<file path="src/rtl/core/tsc_pkg.sv">
// Shared types and constants for the three-sphere trilateration core.
`timescale 1ns / 1ps
package tsc_pkg;

  localparam int RA_W      = 31;  // radius width
  localparam int CRD_W     = 32;  // coordinate width
  localparam int SQ_W      = 63;  // width of a squared magnitude
  localparam int DIV_N_W   = 66;  // dividend width of the divide chains
  localparam int DIV_D_W   = 33;  // divisor width (twice a 32-bit magnitude)
  localparam int DIV_STEPS = DIV_N_W;
  localparam int SQRT_V_W  = 62;  // radicand width
  localparam int SQRT_STEPS = SQRT_V_W / 2;
  localparam int SQRT_REM_W = 33;

  typedef enum logic [1:0] {
    ST_OK     = 2'd0,
    ST_CIRCLE = 2'd1,
    ST_ZNEG   = 2'd2,
    ST_DEGEN  = 2'd3
  } fix_status_t;

  // Per-transaction context that travels with the arithmetic.
  typedef struct packed {
    logic [RA_W-1:0]     ra;
    logic [SQ_W-1:0]     ra_sq;
    logic [CRD_W-1:0]    ia;
    logic                i_neg;
    logic [CRD_W-1:0]    j;
    logic [SQ_W-1:0]     rc_sq;
    logic [DIV_N_W-1:0]  pos_base;
    logic                num_neg;
    logic [RA_W-1:0]     x_mag;
    logic                x_neg;
    logic [2*RA_W-1:0]   x_sq;
    logic                negy;
    logic [RA_W-1:0]     y_mag;
    logic                y_neg;
    fix_status_t         st;
  } item_t;

  typedef struct packed {
    logic [DIV_N_W-1:0] n;
    logic [DIV_D_W-1:0] dv;
    logic [DIV_D_W-1:0] rem;
    logic [DIV_N_W-1:0] q;
    item_t              item;
  } div_stage_t;

  typedef struct packed {
    logic [SQRT_V_W-1:0]   v;
    logic [SQRT_REM_W-1:0] rem;
    logic [RA_W-1:0]       root;
    item_t                 item;
  } sqrt_stage_t;

  typedef struct packed {
    logic [CRD_W-1:0] x;
    logic [CRD_W-1:0] y;
    logic [RA_W-1:0]  z;
    fix_status_t      st;
  } out_item_t;

endpackage

</file>
<file path="src/rtl/core/tsc_div_cell.sv">
// Restoring-division cell: one quotient bit per enabled cycle.
`timescale 1ns / 1ps
module tsc_div_cell import tsc_pkg::*; (
  input  logic       clk,
  input  logic       rst_n,
  input  logic       en,
  input  logic       in_vld,
  input  div_stage_t in_stg,
  output logic       out_vld,
  output div_stage_t out_stg
);

  logic             vld_r;
  div_stage_t       stg_r;
  div_stage_t       stg_nxt;
  logic [DIV_D_W:0] r2;
  logic [DIV_D_W:0] diff;
  logic             ge;

  always_comb begin
    r2   = {in_stg.rem, in_stg.n[DIV_N_W-1]};
    ge   = r2 >= {1'b0, in_stg.dv};
    diff = r2 - {1'b0, in_stg.dv};
    stg_nxt      = in_stg;
    stg_nxt.rem  = ge ? diff[DIV_D_W-1:0] : r2[DIV_D_W-1:0];
    stg_nxt.n    = {in_stg.n[DIV_N_W-2:0], 1'b0};
    stg_nxt.q    = {in_stg.q[DIV_N_W-2:0], ge};
  end

  always_ff @(posedge clk) begin
    if (!rst_n) begin
      vld_r <= 1'b0;
    end else if (en) begin
      vld_r <= in_vld;
    end
  end

  always_ff @(posedge clk) begin
    if (en) begin
      stg_r <= stg_nxt;
    end
  end

  assign out_vld = vld_r;
  assign out_stg = stg_r;

endmodule

</file>
<file path="config.mk">
export PLATFORM = sky130hd
export DESIGN_NAME = tsc_div_cell
export DESIGN_NICKNAME = d
export VERILOG_FILES = /design/src/rtl/core/tsc_pkg.sv /design/src/rtl/core/tsc_div_cell.sv
export SDC_FILE = /design/constraint.sdc
export NUM_CORES = 1
export LEC_CHECK = 0
export BUFFER_PORTS_ARGS = -buffer_cell sky130_fd_sc_hd__buf_2
export CORE_AREA = 3 3 481 483
export DETAILED_ROUTE_END_ITERATION = 6
export DIE_AREA = 0 0 484 486
export PLACE_DENSITY_LB_ADDON = 0.12
export SETUP_SLACK_MARGIN = 0.15
export SLEW_MARGIN = 5
export SYNTH_ARGS = -nofsm -noshare
export SYNTH_HDL_FRONTEND = slang
export SYNTH_SLANG_ARGS = --single-unit
</file>
<file path="constraint.sdc">
create_clock -name clk -period 3.9 [get_ports clk]
set_clock_uncertainty 0.15 [all_clocks]
set_input_delay 0.39 -clock clk [delete_from_list [all_inputs] [get_ports clk]]
set_output_delay 0.39 -clock clk [all_outputs]
set_load 0.02 [all_outputs]
</file>
Word level (Yosys, flattened, before mapping)
Cells that the tools add are included.

$add $sub $neg: 1. Order comparisons: 1. Muxes and demuxes: 1.

Operator list (count): $ge A34 B33 Y1 (1); $mux W33 (1); $sub A33 B33 Y33 (1).

Bits in registers: 616. Bits of input ports: 620. Output and inout port bits: 617. Word-level logic and storage cells: 23.

Logic depth before layout (Yosys ltp)
Word-level depth: 2. Mapped depth: 13. Gate-level depth less buffers: 12.

Worst setup path after synthesis
Ideal clock, no wire load.

Path kind: input-to-reg. Start point: in in_stg[615] in the netlist's numbering. End point: reg stg_r, in the netlist out_stg[516] (data pin). Library setup time: 260 ps. Data arrival time: 2606 ps. Data required time: 3490 ps. Setup slack: 884 ps. Stages: 12. Path buffers: 0. Cell sequence: inv_1 > ha_1 > inv_1 > fa_1 > a21o_1 > a221oi_2 > o211ai_1 > a21o_1 > a211oi_2 > o311ai_1 > xor2_1 > mux2_2.

RTL lines: start, declared (RTL line tsc_div_cell.sv:8) `input div_stage_t in_stg,`; end signal, assigned (RTL line tsc_div_cell.sv:40) `stg_r <= stg_nxt;`; end, declared (RTL line tsc_div_cell.sv:14) `div_stage_t stg_r;`.

==> results_dict.tcl <==
set metrics [dict create \
    status "finished, final reports clean" \
    antenna_found_initial 82 \
    setup_viol 0 \
    worst_slew_pin_slew_ps 918 \
    ys_seq_elements 616 \
    arrival_ps 3790 \
    fmax_mhz 285 \
    power_switching_share 0.284 \
    postCtsSetupBuffers 0 \
    crit_fanout 3 \
    boundaryPins 1237 \
    min_path_type "in -> reg" \
    fin_cells 6032 \
    syn_area_mm2 0.0209 \
    cts_tree "built" \
    ys.flop_type "edfxtp_1" \
    p_comb_frac 0.162 \
    fin_crit_sh 0.898 \
    drive_gt1_frac 0.471 \
    cpMaxStageDelayCell "dlygate4sd3_1" \
    cts_buffer_depth 3 \
    synth_edf_count 615 \
    peakVddDrop_mv 0.310 \
    power.share.sequential 0.424 \
    tns_ps 0 \
    synth.top_cell.area_share 0.883 \
    dpl.hpwl_um 112000 \
    pre_cts_ws_ps 301 \
    die_w_um 484 \
    drc_errors 0 \
    worst_slack_ps 397 \
    num_vias 17131 \
    std_cell_rows 175 \
    grt_pass1_wl_um 177000 \
    min_period_ps 3500 \
    clk-insertion-delay-late_ps 700 \
    avgSynthCellArea_um2 21.6 \
    drv_slew 0 \
    p_clk_frac 0.414 \
    port_buffers 1234 \
    areaGrowthSynthToFinish_pct 92.1 \
    first_pass_iters 4 \
    power_mw 19.1 \
    cts_buffers 87 \
    max_stage_delay_ps 580 \
    cp.buffers_inverters 5 \
    avgRoutedWirePerCell_um 22.6 \
    synth_warnings 0 \
    cap_violations 0 \
    synth_most_common_cell "edfxtp_1" \
    grt_usage 0.112 \
    required_ps 4190 \
    initial_core_util 0.0920 \
    critical_path_class "in -> reg" \
    die_h_um 486 \
    place.gp.congestion 0.771 \
    grt_pass1_vias 18877 \
    synth_common_cells "615 x edfxtp_1, 48 x a21oi_1, 44 x inv_1" \
    syn_inst 970 \
    crit_chain "dlygate4sd3_1, buf_2, inv_1, ha_1, inv_1, fa_1, a21o_1, a221oi_2, o211ai_1, a21o_1, a211oi_2, buf_4, o311ai_1, xor2_1, mux2_2" \
    grt-ovfl-total 0 \
    drt_iter0_drc 504 \
    grt_max_degree 66 \
    dp_cells 5235 \
    yosysTopAreaCell "edfxtp_1" \
    synth_cell_types 64 \
    whs_ps 154 \
    cellLeakagePower_nw 16.2 \
    cp-start-kind "input pin" \
    p_sw_mw 5.43 \
    p_int_mw 13.7 \
    ys_seq_area_frac 0.884 \
    clk_transition_reported_paths_ps 60 \
    via_per_inst 2.84 \
    htreeDepth 3 \
    cts_root_buf "clkbuf_16" \
    rsz0062_at_grt "no" \
    routed_wl_um 136000 \
    core_area_mm2 0.227 \
    drtAntennaViolNets 0 \
    synth_area_leaders "edfxtp_1 88%, ha_1 2.0%, a21oi_1 1.1%" \
    die_area_mm2 0.235 \
    path_delay_family "compound AO/OA/AOI/OAI gates" \
    slew_headroom 0.388 \
    synth_fp_nets 1624 \
    powerDensity_mw_per_mm2 476 \
    clkSinkCount 616 \
    endpoint_kind "flip-flop" \
    hold_viol_final 0 \
    cts_resized 0 \
    nets 3585 \
    async_reset_ff_frac 0 \
]
[layout make-up]
| type | instances | area (µm²) |
|---|---|---|
| tap | 3009 | 3760 |
| antenna | 26 | 65.1 |
| timing repair buffer | 1882 | 12700 |
| sequential | 616 | 18500 |
| fill | 25252 | 187000 |
| clock inverter | 49 | 497 |
| clock buffer | 106 | 2270 |
| inverter | 44 | 165 |
| multi-input combinational | 300 | 2180 |
[worst paths after layout]
path / from / to / slack [ps] / cells after the start
worst min register to register: out_vld / out_vld / 930 / 3
worst max-delay path: in_stg[615] / out_stg[516] / 400 / 15
worst max register to register: out_vld / out_vld / 2600 / 3
worst min-delay path: en / out_stg[167] / 150 / 1
[power groups by stage]
stage	clock, mW	sequential [mW]	combinational [mW]
after floorplan	0	8.93	0.348
after global placement	0	8.25	2.65
after detailed placement	0	8.24	2.62
after CTS	8.38	8.12	3.22
after global routing	8.56	8.16	3.35
final	7.91	8.11	3.10
[worst register-to-register path, delay by kind of cell (launching register included)]
kind                   cells  cell delay [ps]
buffers and inverters      1              550
and+or+nand+nor            1               60
muxes                      1              120
DFF                        1              310
[per-layer routing]
layer | share of wire | up-vias | routed length, µm | GRT usage
met1 | 0.40 | 8140 | 54700 | 0.130
met4 | 0.033 | 28 | 4510 | 0.0341
li1 | - | 7776 | - | -
met2 | 0.46 | 951 | 62500 | 0.182
met3 | 0.10 | 236 | 14300 | 0.0538
met5 | 0.0013 | - | 176 | 0
[stage by stage]
stage               instance area [µm²]   util
detailed placement                31200  0.137
global route                      40100  0.177
global placement                  31200  0.137
finish                            40200  0.177
CTS                               40100  0.176
floorplan                         20900      -
[sequential cells by signal, indices dropped and copies added, names as in the netlist]
register / flops
out_vld: 1
out_stg: 615
[repair_timing]
item	in CTS	in global routing
endpoints found under the setup margin	0	2
hold buffers	616	0
hold endpoints to repair	615	0
[placed cells by master (no fill, tap or decap), types with 14 or more instances in the layout]
master	instances
clkbuf_1	18
ha_1	33
buf_4	21
dlygate4sd3_1	616
diode_2	26
xnor2_1	18
nand2_1	22
clkinv_2	15
clkbuf_16	88
a21oi_1	48
a21o_1	17
buf_2	1233
nor2_1	36
clkinv_1	14
edfxtp_1	615
inv_1	44
[cells by family after synthesis]
kind of cell	Yosys count	share of synthesized area
other	1	0.000179
flip-flops	616	0.884
AND/OR/NAND/NOR	96	0.0215
XOR/XNOR	30	0.0126
AO/OA/AOI/OAI	123	0.0408
multiplexers	16	0.00868
adder cells (fa/ha/maj)	34	0.0207
buffers and inverters	54	0.0113
Power figures use the tool's default switching activity.
