File: config.mk
export PLATFORM = sky130hd
export DESIGN_NAME = tsc_out_buf
export DESIGN_NICKNAME = d
export VERILOG_FILES = /design/src/rtl/core/tsc_pkg.sv /design/src/rtl/core/tsc_out_buf.sv
export SDC_FILE = /design/constraint.sdc
export NUM_CORES = 1
export LEC_CHECK = 0
export ABC_AREA = 1
export BUFFER_PORTS_ARGS = -buffer_cell sky130_fd_sc_hd__buf_2
export CORE_MARGIN = 2
export CORE_UTILIZATION = 50
export CTS_CLUSTER_DIAMETER = 50
export DETAILED_ROUTE_END_ITERATION = 8
export GPL_TIMING_DRIVEN = 1
export PLACE_DENSITY = 0.77
export SKIP_CTS_REPAIR_TIMING = 1
export SYNTH_ARGS = -nofsm -noshare
export SYNTH_HDL_FRONTEND = slang
export SYNTH_SLANG_ARGS = --single-unit
File: constraint.sdc
create_clock -name clk -period 12.8 [get_ports clk]
set_input_delay 1.28 -clock clk [delete_from_list [all_inputs] [get_ports clk]]
set_output_delay 1.28 -clock clk [all_outputs]
set_load 0.02 [all_outputs]
File: src/rtl/core/tsc_pkg.sv
// Shared types and constants for the three-sphere trilateration core.
`timescale 1ns / 1ps
package tsc_pkg;

  localparam int RA_W      = 31;  // radius width
  localparam int CRD_W     = 32;  // coordinate width
  localparam int SQ_W      = 63;  // width of a squared magnitude
  localparam int DIV_N_W   = 66;  // dividend width of the divide chains
  localparam int DIV_D_W   = 33;  // divisor width (twice a 32-bit magnitude)
  localparam int DIV_STEPS = DIV_N_W;
  localparam int SQRT_V_W  = 62;  // radicand width
  localparam int SQRT_STEPS = SQRT_V_W / 2;
  localparam int SQRT_REM_W = 33;

  typedef enum logic [1:0] {
    ST_OK     = 2'd0,
    ST_CIRCLE = 2'd1,
    ST_ZNEG   = 2'd2,
    ST_DEGEN  = 2'd3
  } fix_status_t;

  // Per-transaction context that travels with the arithmetic.
  typedef struct packed {
    logic [RA_W-1:0]     ra;
    logic [SQ_W-1:0]     ra_sq;
    logic [CRD_W-1:0]    ia;
    logic                i_neg;
    logic [CRD_W-1:0]    j;
    logic [SQ_W-1:0]     rc_sq;
    logic [DIV_N_W-1:0]  pos_base;
    logic                num_neg;
    logic [RA_W-1:0]     x_mag;
    logic                x_neg;
    logic [2*RA_W-1:0]   x_sq;
    logic                negy;
    logic [RA_W-1:0]     y_mag;
    logic                y_neg;
    fix_status_t         st;
  } item_t;

  typedef struct packed {
    logic [DIV_N_W-1:0] n;
    logic [DIV_D_W-1:0] dv;
    logic [DIV_D_W-1:0] rem;
    logic [DIV_N_W-1:0] q;
    item_t              item;
  } div_stage_t;

  typedef struct packed {
    logic [SQRT_V_W-1:0]   v;
    logic [SQRT_REM_W-1:0] rem;
    logic [RA_W-1:0]       root;
    item_t                 item;
  } sqrt_stage_t;

  typedef struct packed {
    logic [CRD_W-1:0] x;
    logic [CRD_W-1:0] y;
    logic [RA_W-1:0]  z;
    fix_status_t      st;
  } out_item_t;

endpackage

File: src/rtl/core/tsc_out_buf.sv
// Two-entry result buffer between the pipeline and the output channel.
`timescale 1ns / 1ps
module tsc_out_buf import tsc_pkg::*; (
  input  logic      clk,
  input  logic      rst_n,
  input  logic      push,
  input  out_item_t push_data,
  input  logic      pop_ready,
  output logic      pop_valid,
  output out_item_t pop_data,
  output logic      full
);

  out_item_t  buf_r [2];
  logic       wr_ptr_r;
  logic       rd_ptr_r;
  logic [1:0] cnt_r;
  logic [1:0] cnt_nxt;
  logic       pop;

  assign pop_valid = cnt_r != 2'd0;
  assign pop_data  = buf_r[rd_ptr_r];
  assign full      = cnt_r == 2'd2;
  assign pop       = pop_valid && pop_ready;

  always_comb begin
    cnt_nxt = cnt_r;
    if (push && !pop) begin
      cnt_nxt = cnt_r + 2'd1;
    end else if (pop && !push) begin
      cnt_nxt = cnt_r - 2'd1;
    end
  end

  always_ff @(posedge clk) begin
    if (!rst_n) begin
      cnt_r    <= 2'd0;
      wr_ptr_r <= 1'b0;
      rd_ptr_r <= 1'b0;
    end else begin
      cnt_r <= cnt_nxt;
      if (push) begin
        wr_ptr_r <= ~wr_ptr_r;
      end
      if (pop) begin
        rd_ptr_r <= ~rd_ptr_r;
      end
    end
  end

  always_ff @(posedge clk) begin
    if (push) begin
      buf_r[wr_ptr_r] <= push_data;
    end
  end

endmodule

---- After elaboration in Yosys (flattened, before gate mapping) ----
Memory sizes are Yosys's and may differ from the RTL's. A register that Yosys moved wholly into a read port is not among the register bits.
Cells that the tools add are included.
word-level totals
  flip-flop bits (word level) ............. 4
  RAM bits ................................ 194
  input bits .............................. 101
  output and inout bits ................... 99
  memories kept ........................... 1
cells by class
  add/subtract/negate cells ............... 2
  equal/unequal tests ..................... 1
  muxes and demuxes ....................... 6
  bitwise gates (word level) .............. 2
  reductions and logical operators ........ 7
memory list
  name   words  bits a word  read ports  clocked after memory_dff  write ports  line               RTL
  buf_r  2      97           1           1                         1            tsc_out_buf.sv:14  out_item_t buf_r [2];
operators with widths
  operator                                           count
  two-way mux 1 bit                                  4
  two-way mux 2 bit                                  2
  nonzero test 2 bit                                 2
  logical AND 1 bit                                  3
  adder 2 x 1 -> 2 bit (second input constant)       1
  equality test 2 bit (second input constant)        1
  logical NOT 1 bit                                  2
  NOT 1 bit                                          2
  subtractor 2 x 1 -> 2 bit (second input constant)  1

---- Depth between registers and ports, before layout ----
Gate-level depths: netlist of run 1.
  depth after elaboration ................. 5
  gate-level depth with buffers ........... 9
  mapped depth without buffers ............ 9

---- Worst setup path before layout of run 1 ----
Ideal clock, no wire load.
  path kind ............................... input port to flip-flop
  start ................................... in push
  end ..................................... mem buf_r[0][0] (netlist name) (enable)
  arrival ................................. 5381 ps
  data required time ...................... 12244 ps
  setup slack ............................. 6863 ps
  cell stages on the path ................. 2
  cells stage by stage .................... inv_1 nor2_1
on the way
  word-level cells in the longest chain between the ends .. 2
ends and longest elaborated chain
  item                                     line               RTL
  start, declared                          tsc_out_buf.sv:6   input logic push,
  two-way mux 1 bit                        tsc_out_buf.sv:52  if (push) begin
  two-way mux 1 bit (implied by the code)  tsc_out_buf.sv:53  buf_r[wr_ptr_r] <= push_data;
  end, declared                            tsc_out_buf.sv:14
Every way passes these cells.

==> metrics.csv, run 1 <==
metric,value,unit
worst_pin_slew,0.7465,ns
root_buffer,clkbuf_16,
finClkSkew,0.004586,ns
die_h,125.3,um
fillerInstances,1045,
synth-seq-cells,199,
gp_congestion,0.7290,
start_util,50.97,%
fin_hold_ws,0.5121,ns
synth_fp_nets,440,
io_buffers,199,
arrival,2.52,ns
yosysSeqAreaShare,80.60,%
core-area,14420,um2
cp-end-kind,primary output,
fin_crit,3.797,ns
clk_transition_reported_paths,0.06,ns
drc,0,
track_usage,16.15,%
fmax,263.3,MHz
postRouteAntennaNets,0,
area_growth,24.08,%
viasPerCell,4.914,
die_x,125.3,um
drt_wl_total,12.38,mm
criticalPathCategory,flop to primary output,
route.detailed.wl_per_inst,16.60,um
crit_required,11.52,ns
setup_violations,0,
place_inst,714,
ir_drop,0.1049,mV
relSlewSlack,50.23,%
numCtsBuffers,17,
rows,44,
antenna_found_initial,0,
grt_pass1_wl,19.09,mm
ys_warn_count,0,
grt_overflow_total,0,
diodes,0,
synth_cell_types,15,
grt_pass1_vias,3865,
dr.pass1.iters,4,
slew_violations,0,
path_max_fanout,50,
syn-instance-count,338,
grt_max_degree,52,
status,completed,
htreeDepth,4,
clock_latency,0.42,ns
num_vias,3666,
p_leak,3.504,nW
place_area,8536,um2
tritoncts,done,
critPathLaunchType,flop,
fin_setup_tns,0,ns
min_path_type,flop to flop,
drive_above_1_share,59.07,%
drv_cap,0,
cts_buffer_depth,2,
min_period_over_period,29.67,%
hold_viol,0,
drt-initial-drc-count,177,
post-dp-hpwl,8.457,mm
final_area,9123,um2
clock_sinks,199,
p_per_area,165.1,nW/um2
synthesis.area,7352,um2
finalNonFillerCells,746,
io_pins,200,
finalNetCount,651,
synth.avg_cell_area,21.75,um2
rsz0062_at_grt,false,
dieArea,15690,um2
==> sequential cells by signal (all words and copies together) (netlist names), named ones only <==
name      flops
cnt_r         2
buf_r       194
rd_ptr_r      1
wr_ptr_r      1
==> kinds of logic (layout without fill, tap and decap cells) <==
| family | after synthesis | count (layout) | share of synthesized area (%) |
|---|---|---|---|
| AO/OA/AOI/OAI | 3 | 3 | 0.2382 |
| multiplexers | 97 | 97 | 16.39 |
| AND/OR/NAND/NOR | 19 | 19 | 1.021 |
| buffers and inverters | 19 | 243 | 1.583 |
| adder cells (fa/ha/maj) | 1 | 1 | 0.1702 |
| flip-flops | 199 | 199 | 80.60 |
==> per-stage QoR <==
stage          setup WS (ns)  util (%)  total power, W
3_3_place_gp           9.422     59.18       0.0009953
2_1_floorplan          6.863         -       0.0009341
5_1_grt                8.802     63.25        0.001564
4_1_cts                8.924     63.25        0.001522
6_report               9.003     63.25        0.001506
3_5_place_dp           9.405     59.18        0.001002
==> synth_stat cells <==
master,number,area (um2)
nand2_1,9,33.78
o21a_1,1,7.510
ha_1,1,12.51
nor2_1,8,30.03
inv_1,8,30.03
buf_2,6,30.03
mux2_2,67,754.5
a21oi_1,1,5.000
nand3_1,1,5.000
o21ai_0,1,5.000
nand4_1,1,6.260
edfxtp_1,194,5826
dfxtp_1,5,100.1
buf_6,5,56.30
mux2_4,30,450.4
==> report_power, final <==
group / internal (W) / total, W / switching, W
logic: 0.0000928 / 0.000212 / 0.000119
registers: 0.000755 / 0.000773 / 0.0000179
clock network: 0.000305 / 0.000521 / 0.000216
==> per-layer routing <==
metal	vias up	track usage, %	wire length, um	part of all wire [%]
met5	-	0	0	0
met4	0	8.039	296	2.4
met3	23	7.060	1058	8.5
met2	145	26.44	6226	50
met1	1757	18.15	4800	39
li1	1741	-	-	-
==> area by class of cell <==
class	instances	area, um2	area share (%)
Clock buffer	18	429.2	4.704
Sequential cell	199	5929	65.00
Timing Repair Buffer	203	1026	11.25
Clock inverter	14	157.7	1.728
Multi-Input combinational cell	120	1318	14.44
Tap cell	184	230.2	2.524
Inverter	8	32.53	0.3566
==> path summary, 6_finish.rpt <==
check / to / depth (start not counted) / from / slack, ns
max reg2reg: buf_r[1][22] / 3 / wr_ptr_r / 10.75
min: flop / 2 / rd_ptr_r / 0.51
min reg2reg: flop / 2 / rd_ptr_r / 0.51
max: pop_data[89] / 3 / flop / 9.00
==> worst max-delay path: stages (launching register included) <==
cell and delay, ns:
dfxtp_4 0.77, buf_4 0.70, mux2_2 0.41, buf_2 0.16
==> placed cells by master, fill, tap and decap left out, types with 2 or more instances in the layout <==
cell	Yosys	layout
edfxtp_1	194	194
buf_4	0	4
nor2_1	8	7
buf_2	6	199
dfxtp_1	5	4
mux2_4	30	30
clkinvlp_4	0	3
mux2_2	67	67
clkinv_2	0	4
bufinv_16	0	3
inv_1	8	7
clkinv_1	0	2
clkbuf_16	0	17
nand2_1	9	9
Power figures use the tool's default switching activity.
==> run 2, diff against run 1 <==
- clock period: 12.8 -> 3.7 ns (I/O delays scaled with it)
==> run 2 against run 1 <==
  * Critical path depth unchanged
  * Core utilization down 0.15 points
  * Sequential cell count unchanged
  * Via count up 2.9%
  * Combinational power rose to 3.5 times the previous value
==> metrics.csv, run 2 (same netlist as run 1, synthesis figures left out) <==
metric,value,unit
largest_reg_flops,194,
seq_area,5929,um2
fmax,379.6,MHz
critPathBufInv,2,
clock_latency,0.42,ns
min_to,buf_r[1][6],
reg2reg_depth,2,
num_vias,3774,
postRouteAntennaNets,0,
core-area,14420,um2
gp_congestion,0.7858,
numCtsBuffers,17,
path_max_fanout,47,
root_buffer,clkbuf_16,
start_util,50.97,%
ir_drop,0.3648,mV
top_register,buf_r,
grt_util_met1,19.52,%
r2r_slack,1.89,ns
final_common_cell,buf_2,
grt_overflow_total,0,
finalPower,0.005063,W
io_pins,200,
fin_setup_tns,0,ns
fin_hold_ws,0.1292,ns
htreeDepth,4,
clock_sinks,199,
finClkSkew,0.006453,ns
cpPeakStageDelay,0.75,ns
multi_input_area,1318,um2
top_regs,"buf_r: 194 flops, cnt_r: 2 flops",
cp_top_family,flip-flops,
r2r_start,wr_ptr_r,
relSlewSlack,49.92,%
critPathLaunchType,flop,
drt-initial-drc-count,239,
rsz0062_at_grt,false,
setup_violations,0,
die_x,125.3,um
finalNonFillerCells,748,
status,completed,
place_inst,715,
cts_buffer_depth,2,
met2_usage,28.52,%
clk_transition_reported_paths,0.07,ns
cp-end-kind,primary output,
track_usage,17.12,%
grt_max_degree,58,
worst_pin_slew,0.7494,ns
finalNetCount,652,
slew_violations,0,
rows,44,
die_h,125.3,um
arrival,2.26,ns
reg2reg_to,buf_r[0][69],
tritoncts,done,
drt_wl_total,13.12,mm
met3_usage,8.002,%
crit_cells,3,
min_path_type,primary input to flop,
post-dp-hpwl,9.004,mm
mostFrequentLayoutCells,"199 x buf_2, 194 x edfxtp_1, 67 x mux2_2",
crit_chain,buf_4 > mux2_2 > buf_2,
viasPerCell,5.045,
criticalPathCategory,flop to primary output,
grt-busiest-layer,met2,
drv_cap,0,
crit_slowest_cell,dfxtp_4,
p_per_area,556.3,nW/um2
drc,0,
drive_above_1_share,59.15,%
dr.pass1.iters,4,
p_leak,3.487,nW
min_period_over_period,71.19,%
hold_depth,1,
grt_pass1_vias,3912,
fillerInstances,1037,
io_buffers,199,
min_from,push_data[6],
dieArea,15690,um2
hold_viol,0,
antenna_found_initial,0,
route.detailed.wl_per_inst,17.54,um
fin_crit,2.634,ns
crit_required,3.33,ns
area_growth,23.79,%
grt_pass1_wl,20.25,mm
==> run 2: changes by cell type in the layout (fill, tap and decap cells not counted), sizes merged <==
cell    before  now
diode        0    1
clkbuf      18   20
buf        203  204
clkinv       7    5
bufinv       3    0
inv          9   12
==> run 2: per-layer routing <==
| metal | wire length (um) | share of wire, % |
|---|---|---|
| met2 | 6660 | 51 |
| met4 | 228 | 1.7 |
| met3 | 1205 | 9.2 |
| met5 | 0 | 0 |
| met1 | 5025 | 38 |
==> run 2: through the flow <==
step / utilization (%) / setup WS, ns / cell area, um2
floorplan: - / 0.3598 / 7355
global placement: 59.40 / 1.510 / 8568
detailed placement: 59.40 / 1.497 / 8568
CTS: 63.08 / 1.019 / 9099
global route: 63.08 / 0.9524 / 9099
finish: 63.10 / 1.066 / 9101
==> run 2: power breakdown <==
group	switching [W]	internal, W	leakage [nW]
Combinational	0.000423	0.000325	1.37
Sequential	0.0000607	0.00261	1.86
Clock	0.000774	0.000868	0.252
Total	0.00126	0.00380	3.49
==> run 2: worst max-delay path by stage <==
stage	start	endpoint	slack, ns
6_report	flop	pop_data[36]	1.07
5_1_grt	flop	pop_data[24]	0.95
4_1_cts	flop	pop_data[89]	1.02
3_5_place_dp	flop	pop_data[15]	1.50
3_3_place_gp	flop	pop_data[36]	1.51
2_1_floorplan	push	buf_r[0][0]	0.36
==> run 2: final cells by class <==
| cell class | instances | share of cell area (%) |
|---|---|---|
| well taps | 184 | 2.530 |
| flip-flops and latches | 199 | 65.15 |
| inverters | 8 | 0.3574 |
| clock buffers | 20 | 4.798 |
| diodes | 1 | 0.02750 |
| clock inverters | 12 | 1.031 |
| repair buffers | 204 | 11.63 |
| multi-input cells | 120 | 14.48 |
