### config.mk
export PLATFORM = sky130hd
export DESIGN_NAME = tsc_sqrt_cell
export DESIGN_NICKNAME = d
export VERILOG_FILES = /design/src/rtl/core/tsc_pkg.sv /design/src/rtl/core/tsc_sqrt_cell.sv
export SDC_FILE = /design/constraint.sdc
export NUM_CORES = 1
export LEC_CHECK = 0
export BUFFER_PORTS_ARGS = -buffer_cell sky130_fd_sc_hd__clkbuf_2
export CAP_MARGIN = 20
export CORE_AREA = 2 2 423 425
export DETAILED_ROUTE_END_ITERATION = 8
export DIE_AREA = 0 0 425 427
export PLACE_DENSITY = 0.34
export RECOVER_POWER = 100
export SYNTH_ARGS = -nofsm -noshare
export SYNTH_HDL_FRONTEND = slang
export SYNTH_SLANG_ARGS = --single-unit
export TNS_END_PERCENT = 5
### constraint.sdc
create_clock -name clk -period 3.17 [get_ports clk]
set_input_delay 0.317 -clock clk [delete_from_list [all_inputs] [get_ports clk]]
set_output_delay 0.317 -clock clk [all_outputs]
set_load 0.01 [all_outputs]
### src/rtl/core/tsc_pkg.sv
// Shared types and constants for the three-sphere trilateration core.
`timescale 1ns / 1ps
package tsc_pkg;

  localparam int RA_W      = 31;  // radius width
  localparam int CRD_W     = 32;  // coordinate width
  localparam int SQ_W      = 63;  // width of a squared magnitude
  localparam int DIV_N_W   = 66;  // dividend width of the divide chains
  localparam int DIV_D_W   = 33;  // divisor width (twice a 32-bit magnitude)
  localparam int DIV_STEPS = DIV_N_W;
  localparam int SQRT_V_W  = 62;  // radicand width
  localparam int SQRT_STEPS = SQRT_V_W / 2;
  localparam int SQRT_REM_W = 33;

  typedef enum logic [1:0] {
    ST_OK     = 2'd0,
    ST_CIRCLE = 2'd1,
    ST_ZNEG   = 2'd2,
    ST_DEGEN  = 2'd3
  } fix_status_t;

  // Per-transaction context that travels with the arithmetic.
  typedef struct packed {
    logic [RA_W-1:0]     ra;
    logic [SQ_W-1:0]     ra_sq;
    logic [CRD_W-1:0]    ia;
    logic                i_neg;
    logic [CRD_W-1:0]    j;
    logic [SQ_W-1:0]     rc_sq;
    logic [DIV_N_W-1:0]  pos_base;
    logic                num_neg;
    logic [RA_W-1:0]     x_mag;
    logic                x_neg;
    logic [2*RA_W-1:0]   x_sq;
    logic                negy;
    logic [RA_W-1:0]     y_mag;
    logic                y_neg;
    fix_status_t         st;
  } item_t;

  typedef struct packed {
    logic [DIV_N_W-1:0] n;
    logic [DIV_D_W-1:0] dv;
    logic [DIV_D_W-1:0] rem;
    logic [DIV_N_W-1:0] q;
    item_t              item;
  } div_stage_t;

  typedef struct packed {
    logic [SQRT_V_W-1:0]   v;
    logic [SQRT_REM_W-1:0] rem;
    logic [RA_W-1:0]       root;
    item_t                 item;
  } sqrt_stage_t;

  typedef struct packed {
    logic [CRD_W-1:0] x;
    logic [CRD_W-1:0] y;
    logic [RA_W-1:0]  z;
    fix_status_t      st;
  } out_item_t;

endpackage

### src/rtl/core/tsc_sqrt_cell.sv
// Digit-by-digit square root cell: one root bit per enabled cycle.
`timescale 1ns / 1ps
module tsc_sqrt_cell import tsc_pkg::*; (
  input  logic        clk,
  input  logic        rst_n,
  input  logic        en,
  input  logic        in_vld,
  input  sqrt_stage_t in_stg,
  output logic        out_vld,
  output sqrt_stage_t out_stg
);

  logic                  vld_r;
  sqrt_stage_t           stg_r;
  sqrt_stage_t           stg_nxt;
  logic [SQRT_REM_W+1:0] r4;
  logic [SQRT_REM_W+1:0] trial;
  logic [SQRT_REM_W+1:0] diff;
  logic                  ge;

  always_comb begin
    r4    = {in_stg.rem, in_stg.v[SQRT_V_W-1 -: 2]};
    trial = {{(SQRT_REM_W+2-RA_W-2){1'b0}}, in_stg.root, 2'b01};
    ge    = r4 >= trial;
    diff  = r4 - trial;
    stg_nxt      = in_stg;
    stg_nxt.rem  = ge ? diff[SQRT_REM_W-1:0] : r4[SQRT_REM_W-1:0];
    stg_nxt.root = {in_stg.root[RA_W-2:0], ge};
    stg_nxt.v    = {in_stg.v[SQRT_V_W-3:0], 2'b00};
  end

  always_ff @(posedge clk) begin
    if (!rst_n) begin
      vld_r <= 1'b0;
    end else if (en) begin
      vld_r <= in_vld;
    end
  end

  always_ff @(posedge clk) begin
    if (en) begin
      stg_r <= stg_nxt;
    end
  end

  assign out_vld = vld_r;
  assign out_stg = stg_r;

endmodule

# Word level (Yosys, flattened, before mapping)
# Index checks and enable logic that the tools add are counted.
# op_classes
muxes,1
n_lt_le_gt_ge,1
n_addsub,1
# ops
op,n
$ge A35 B33 Y1,1
$mux W33,1
$sub A33 B33 Y33,1
# word_totals
inputBits,548
output_inout_bits,545
ff_bits,543

# Longest topological paths before layout
# Gate-level depths: netlist of the first run.
# logic_depth
ltp_word,2
mapped_depth,13
mapped_depth_nobuf,10

# Worst setup path after synthesis of the first run
# No wires, ideal clock.
# synth_path
path_type,input -> register
startpoint,in in_stg[426] (netlist bit)
endpoint,"reg stg_r, in the netlist out_stg[477] (data pin)"
t_arrival_ns,2.452
n_path_buf,1
stages,11
setup_ns,0.260
setup_slack_ns,0.458
t_required_ns,2.910
path_cell_list,inv_1 -> ha_1 -> buf_6 -> nand4_2 -> a21oi_1 -> or4_4 -> a31oi_4 -> o21ai_2 -> a2111oi_2 -> nor3_1 -> mux2_4
# synth_rtl
element,line,text
start: declaration,tsc_sqrt_cell.sv:8,"input sqrt_stage_t in_stg,"
end signal: assignment,tsc_sqrt_cell.sv:42,stg_r <= stg_nxt;
end: declaration,tsc_sqrt_cell.sv:14,sqrt_stage_t stg_r;

==> results.py, run 1 <==
metrics = {
    "grt": {
        "grt_usage_pct": 12.0,
        "grt_overflow_total": 0,
        "grt_max_degree": 82,
        "grt-busiest-layer": "met2",
        "grt_pass1_wl_mm": 146,
        "grtUsageMet3_pct": 3.96,
        "grt_util_met2_pct": 21.7,
        "grt_pass1_vias": 16400,
        "grt_antenna_before_repair": 60,
        "grt_use_met1_pct": 13.3,
    },
    "cts": {
        "cts_sinks": 543,
        "cts-buffers-inserted": 74,
        "clockBufferDepth": 3,
        "cts_root_buf": "clkbuf_16",
        "h-tree-depth": 3,
        "path_clk_slew_ps": 60,
        "cts_setup_buffers": 0,
        "insertion_delay_ps": 670,
        "cts_tree": "yes",
    },
    "placed_design": {
        "routabilityCongestion": 0.837,
        "io_buffers": 1090,
        "dp_cells": 4427,
        "placed_area_sq_um": 27800,
        "preCtsSetupSlack_ps": -40.6,
        "dpl.hpwl_mm": 95.9,
    },
    "routing": {
        "post-route-drc-count": 0,
        "vias": 15600,
        "wl_per_cell_um": 22.4,
        "dr.pass1.iters": 5,
        "viasPerCell": 3.06,
        "drt.antenna.violating_nets": 0,
        "drt_wl_total_mm": 114,
        "drt_iter0_drc": 726,
    },
    "pwr": {
        "power.total_mw": 19.8,
        "p_per_area_nw_per_um2": 574,
        "ir_drop_v": 0.000292,
        "p_leak_nw": 12.7,
    },
    "timing": {
        "slew_headroom_pct": -27.6,
        "finalCritPeriodShare_pct": 97.0,
        "hold_viol": 0,
        "max_slew.worst_pin.slew_ps": 1910,
        "skew_ps": 0,
        "setup_tns_ps": 0,
        "setup_viol": 0,
        "slew_viol_final": 122,
        "fmaxAchievable_ghz": 0.325,
        "whs_ps": 85.6,
        "rsz0062_at_grt": "no",
        "min_period_ps": 3070,
        "setup_ws_ps": 95.6,
    },
    "layout": {
        "nNetsFinal": 3270,
        "drive_gt1_share_pct": 22.9,
        "final_util_pct": 19.5,
        "final_common_cell": "clkbuf_1",
        "final_cell_mix": "674 x clkbuf_1, 542 x edfxtp_1, 541 x dlygate4sd3_1",
        "final_cells": 5105,
        "fillCellCount": 19600,
        "area_growth_pct": 82.9,
        "fin_area_sq_um": 34500,
    },
    "die": {
        "die_w_um": 425,
        "io_pins": 1093,
        "die_area_sq_um": 181000,
        "coreArea_sq_um": 177000,
        "initial_utilization_pct": 10.6,
        "rows": 155,
        "fp.dieH_um": 427,
    },
    "worst_setup_path": {
        "crit_arrival_ps": 3510,
        "path_buf_inv": 2,
        "critPathKind": "primary input to flip-flop",
        "crit_chain": "dlygate4sd3_1 > clkbuf_1 > ha_1 > o21ai_2 > a2111oi_2 > or4_4 > a31oi_4 > o21ai_2 > a2111oi_2 > nor3_1 > mux2_4",
        "crit_family": "compound AO/OA/AOI/OAI gates",
        "critical_path.max_fanout": 6,
        "worstPathRequired_ps": 3610,
        "critPathCaptureType": "flip-flop",
        "slowest_delay_ps": 660,
        "cp-start-kind": "primary input",
        "cpMaxStageDelayCell": "dlygate4sd3_1",
    },
    "logic_synthesis": {
        "avgSynthCellArea_sq_um": 20.3,
        "ys.flop_type": "edfxtp_1",
        "synth_seq_area_share_pct": 86.3,
        "synthArstFlopShare_pct": 0,
        "syn_inst": 931,
        "synth_edf_count": 542,
        "ys_types": 63,
        "yosysWarnings": 0,
        "syn_area_sq_um": 18900,
        "ys_seq_elements": 543,
    },
    "run": {
        "cap_violations": 3,
    },
    "run_status": {
        "outcome": "finished, violations left",
        "violations": "capacitance limit, slew limit",
    },
    "hold_path": {
        "hp-class": "primary input to flip-flop",
    },
}
## Yosys cell counts, types with 3 or more instances
master     number  area (sq um)
o21ai_2         3          26.3
o211ai_1        3          22.5
buf_6           5          56.3
nand3_1        15          75.1
a21o_1          7          52.6
a21oi_2        17           149
nor3_1         10          50.1
nand4_1         4          25.0
clkbuf_1        3          11.3
mux2_1          3          33.8
inv_1          43           161
xnor2_1        13           114
xor2_1         15           131
edfxtp_1      542         16300
nand2_1        26          97.6
and3_1          6          37.5
a211oi_1        6          45.0
a221oi_1        3          26.3
ha_1           33           413
nand2b_1        6          37.5
nor2_1         45           169
o21bai_1        6          45.0
a2111oi_0       3          26.3
a21oi_1        40           200
o21ai_0        18          90.1
a31oi_1         5          31.3
nor2b_1         3          18.8
buf_4           5          37.5
## tightest hold or removal path, cell delays in order
cell      delay [ps]
clkbuf_2         110
and3_1           140
a41o_1            80
## state kept, by name, summed over array words and instances, names as in the netlist
register and flops:
out_stg 542, out_vld 1
## per-layer routing
| metal | routed length (um) | part of all wire [%] |
|---|---|---|
| met1 | 42600 | 37 |
| met2 | 60100 | 53 |
| met3 | 9260 | 8.1 |
| met5 | 27 | 0.024 |
| met4 | 2400 | 2.1 |
## cell families (layout without fill, tap and decap cells)
family | count (synthesis) | in the layout | synth area share (%)
flops | 543 | 543 | 86.3
compound gates | 130 | 130 | 4.83
simple gates | 130 | 130 | 3.40
buf+inv | 59 | 1870 | 1.49
fa+ha+maj | 33 | 33 | 2.19
xor+xnor | 28 | 28 | 1.30
mux | 7 | 7 | 0.431
other cells | 1 | 9 | 0.0199
## where the power goes
group	internal, mW	switching (mW)	total [mW]	leakage (nW)
Sequential	8.61	0.213	8.83	5.31
Clock	4.67	3.39	8.06	1.11
Combinational	1.17	1.74	2.90	6.29
## final cells by class
class	instances	area, sq um	area share (%)
flip-flops and latches	543	16300	47.2
diodes	7	17.5	0.0508
repair buffers	1696	10500	30.5
well taps	2355	2950	8.54
multi-input cells	330	2300	6.66
clock buffers	91	1940	5.61
inverters	44	165	0.479
clock inverters	39	339	0.982
## repair_timing
item / in CTS / in global routing
endpoints found under the hold margin: 540 / 0
hold buffers: 541 / 0
gates resized for setup: 0 / 0
## path summary, 6_finish.rpt
check | startpoint | end | slack [ps] | cells after the start
max reg2reg | out_vld | out_vld | 2000 | 3
min | in_stg[473] | out_stg[475] | 90 | 3
max | in_stg[450] | out_stg[477] | 100 | 11
min reg2reg | out_vld | out_vld | 1100 | 3
Power figures use the tool's default switching activity.
==> inputs of run 2 (changes only) <==
BUFFER_PORTS_ARGS = -buffer_cell sky130_fd_sc_hd__buf_4   (was -buffer_cell sky130_fd_sc_hd__clkbuf_2)
==> run 2 against run 1 <==
Net effect:
- the flow now finishes without violations
- combinational power is 5% higher
- maximum frequency increased by 1.1%
- first-iteration DRC count decreased by 10%
- die area did not move
- power is 3.0% higher
- critical path type unchanged
- largest power group unchanged
==> results.py, run 2 (same netlist as run 1, synthesis figures left out) <==
metrics = {
    "die": {
        "io_pins": 1093,
        "die_w_um": 425,
        "die_area_sq_um": 181000,
        "coreArea_sq_um": 177000,
        "fp.dieH_um": 427,
        "rows": 155,
        "initial_utilization_pct": 10.6,
    },
    "layout": {
        "largest_reg_flops": 542,
        "nNetsFinal": 3276,
        "final_common_cell": "clkbuf_1",
        "drive_gt1_share_pct": 24.5,
        "area_growth_pct": 90.6,
        "final_cell_mix": "633 x clkbuf_1, 543 x dlygate4sd3_1, 542 x edfxtp_1",
    },
    "placed_design": {
        "io_buffers": 1090,
        "routabilityCongestion": 0.824,
        "dpl.hpwl_mm": 97.2,
    },
    "routing": {
        "drt.antenna.violating_nets": 0,
        "drt_wl_total_mm": 116,
        "viasPerCell": 3.05,
        "dr.pass1.iters": 5,
        "vias": 15600,
        "drt_iter0_drc": 652,
        "post-route-drc-count": 0,
        "wl_per_cell_um": 22.6,
    },
    "cts": {
        "insertion_delay_ps": 690,
        "cts_root_buf": "clkbuf_16",
        "cts_sinks": 543,
        "cts_setup_buffers": 0,
        "cts_tree": "yes",
        "path_clk_slew_ps": 60,
        "cts_resized": 0,
        "h-tree-depth": 3,
        "clockBufferDepth": 3,
        "cts-buffers-inserted": 74,
    },
    "hold_path": {
        "min-delay-start": "in_stg[473]",
        "min_to": "out_stg[475]",
        "hp-class": "primary input to flip-flop",
        "hold_depth": 3,
    },
    "worst_setup_path": {
        "reg2reg_depth": 3,
        "startpoint": "in_stg[450]",
        "r2r_slack_ps": 2010,
        "r2r_end": "out_vld",
        "r2r_start": "out_vld",
        "cp-start-kind": "primary input",
        "worstPathRequired_ps": 3590,
        "critPathKind": "primary input to flip-flop",
        "critPathCaptureType": "flip-flop",
        "crit_arrival_ps": 3460,
        "critical_path.max_fanout": 6,
    },
    "timing": {
        "min_period_ps": 3040,
        "hold_viol": 0,
        "fmaxAchievable_ghz": 0.329,
        "slew_headroom_pct": 5.25,
        "setup_tns_ps": 0,
        "slew_viol_final": 0,
        "max_slew.worst_pin.slew_ps": 1420,
        "rsz0062_at_grt": "no",
        "skew_ps": 0,
        "setup_viol": 0,
        "finalCritPeriodShare_pct": 95.9,
    },
    "run": {
        "cap_violations": 0,
    },
    "grt": {
        "grt_pass1_vias": 16500,
        "grt_overflow_total": 0,
        "grt_max_degree": 87,
        "grt_usage_pct": 12.2,
        "grt_pass1_wl_mm": 148,
        "grt_antenna_before_repair": 54,
    },
    "pwr": {
        "ir_drop_v": 0.000400,
        "p_leak_nw": 13.1,
        "p_per_area_nw_per_um2": 567,
        "power.total_mw": 20.4,
    },
    "run_status": {
        "outcome": "complete, no violations",
    },
}
==> run 2: worst max path at each step <==
| stage | endpoint | cells after the start |
|---|---|---|
| floorplan | out_stg[477] | 11 |
| global placement | out_stg[469] | 12 |
| detailed placement | out_stg[469] | 12 |
| CTS | out_stg[469] | 12 |
| global route | out_stg[469] | 12 |
| finish | out_stg[469] | 12 |
==> run 2: cell type report <==
class	instances	area, sq um
clock inverters	47	497
well taps	2355	2950
fillers	19600	141000
diodes	5	12.5
repair buffers	1702	11800
flip-flops and latches	543	16300
inverters	44	165
clock buffers	88	1950
multi-input cells	330	2290
==> run 2: power breakdown <==
group | internal (mW) | switching (mW) | total, mW
sequential | 8.61 | 0.219 | 8.83
combinational | 1.31 | 1.72 | 3.04
clock | 4.93 | 3.59 | 8.52
total | 14.8 | 5.53 | 20.4
==> run 2: layer usage <==
metal / GRT usage [%] / wire length [um]
met5: 0 / 21
met2: 22.3 / 61000
met4: 2.91 / 2840
met1: 12.9 / 41700
met3: 4.82 / 10200
==> run 2: worst max-delay path, cell delays in order <==
cell	delay [ps]
dlygate4sd3_1	610
clkbuf_2	160
ha_1	370
o21ai_2	240
a2111oi_2	80
or4_4	520
a31oi_4	260
o21ai_2	130
buf_4	160
a31oi_1	250
xnor2_1	110
mux2_2	260
==> run 2: repair_timing <==
action,CTS,global route
setup endpoints to repair,0,1
hold endpoints to repair,565,0
hold buffers,543,0
==> run 2: stage by stage <==
step	cell area (sq um)	instances	worst slack (ps)	utilization [%]	hold slack, ps
3_5_place_dp	30600	4431	2.14	17.2	496
2_1_floorplan	18900	932	458	-	416
5_1_grt	36000	5113	8.38	20.3	32.6
4_1_cts	38400	5109	98.8	21.7	5.45
3_3_place_gp	30600	4431	-15.2	17.2	495
6_report	36000	5114	130	20.3	79.0
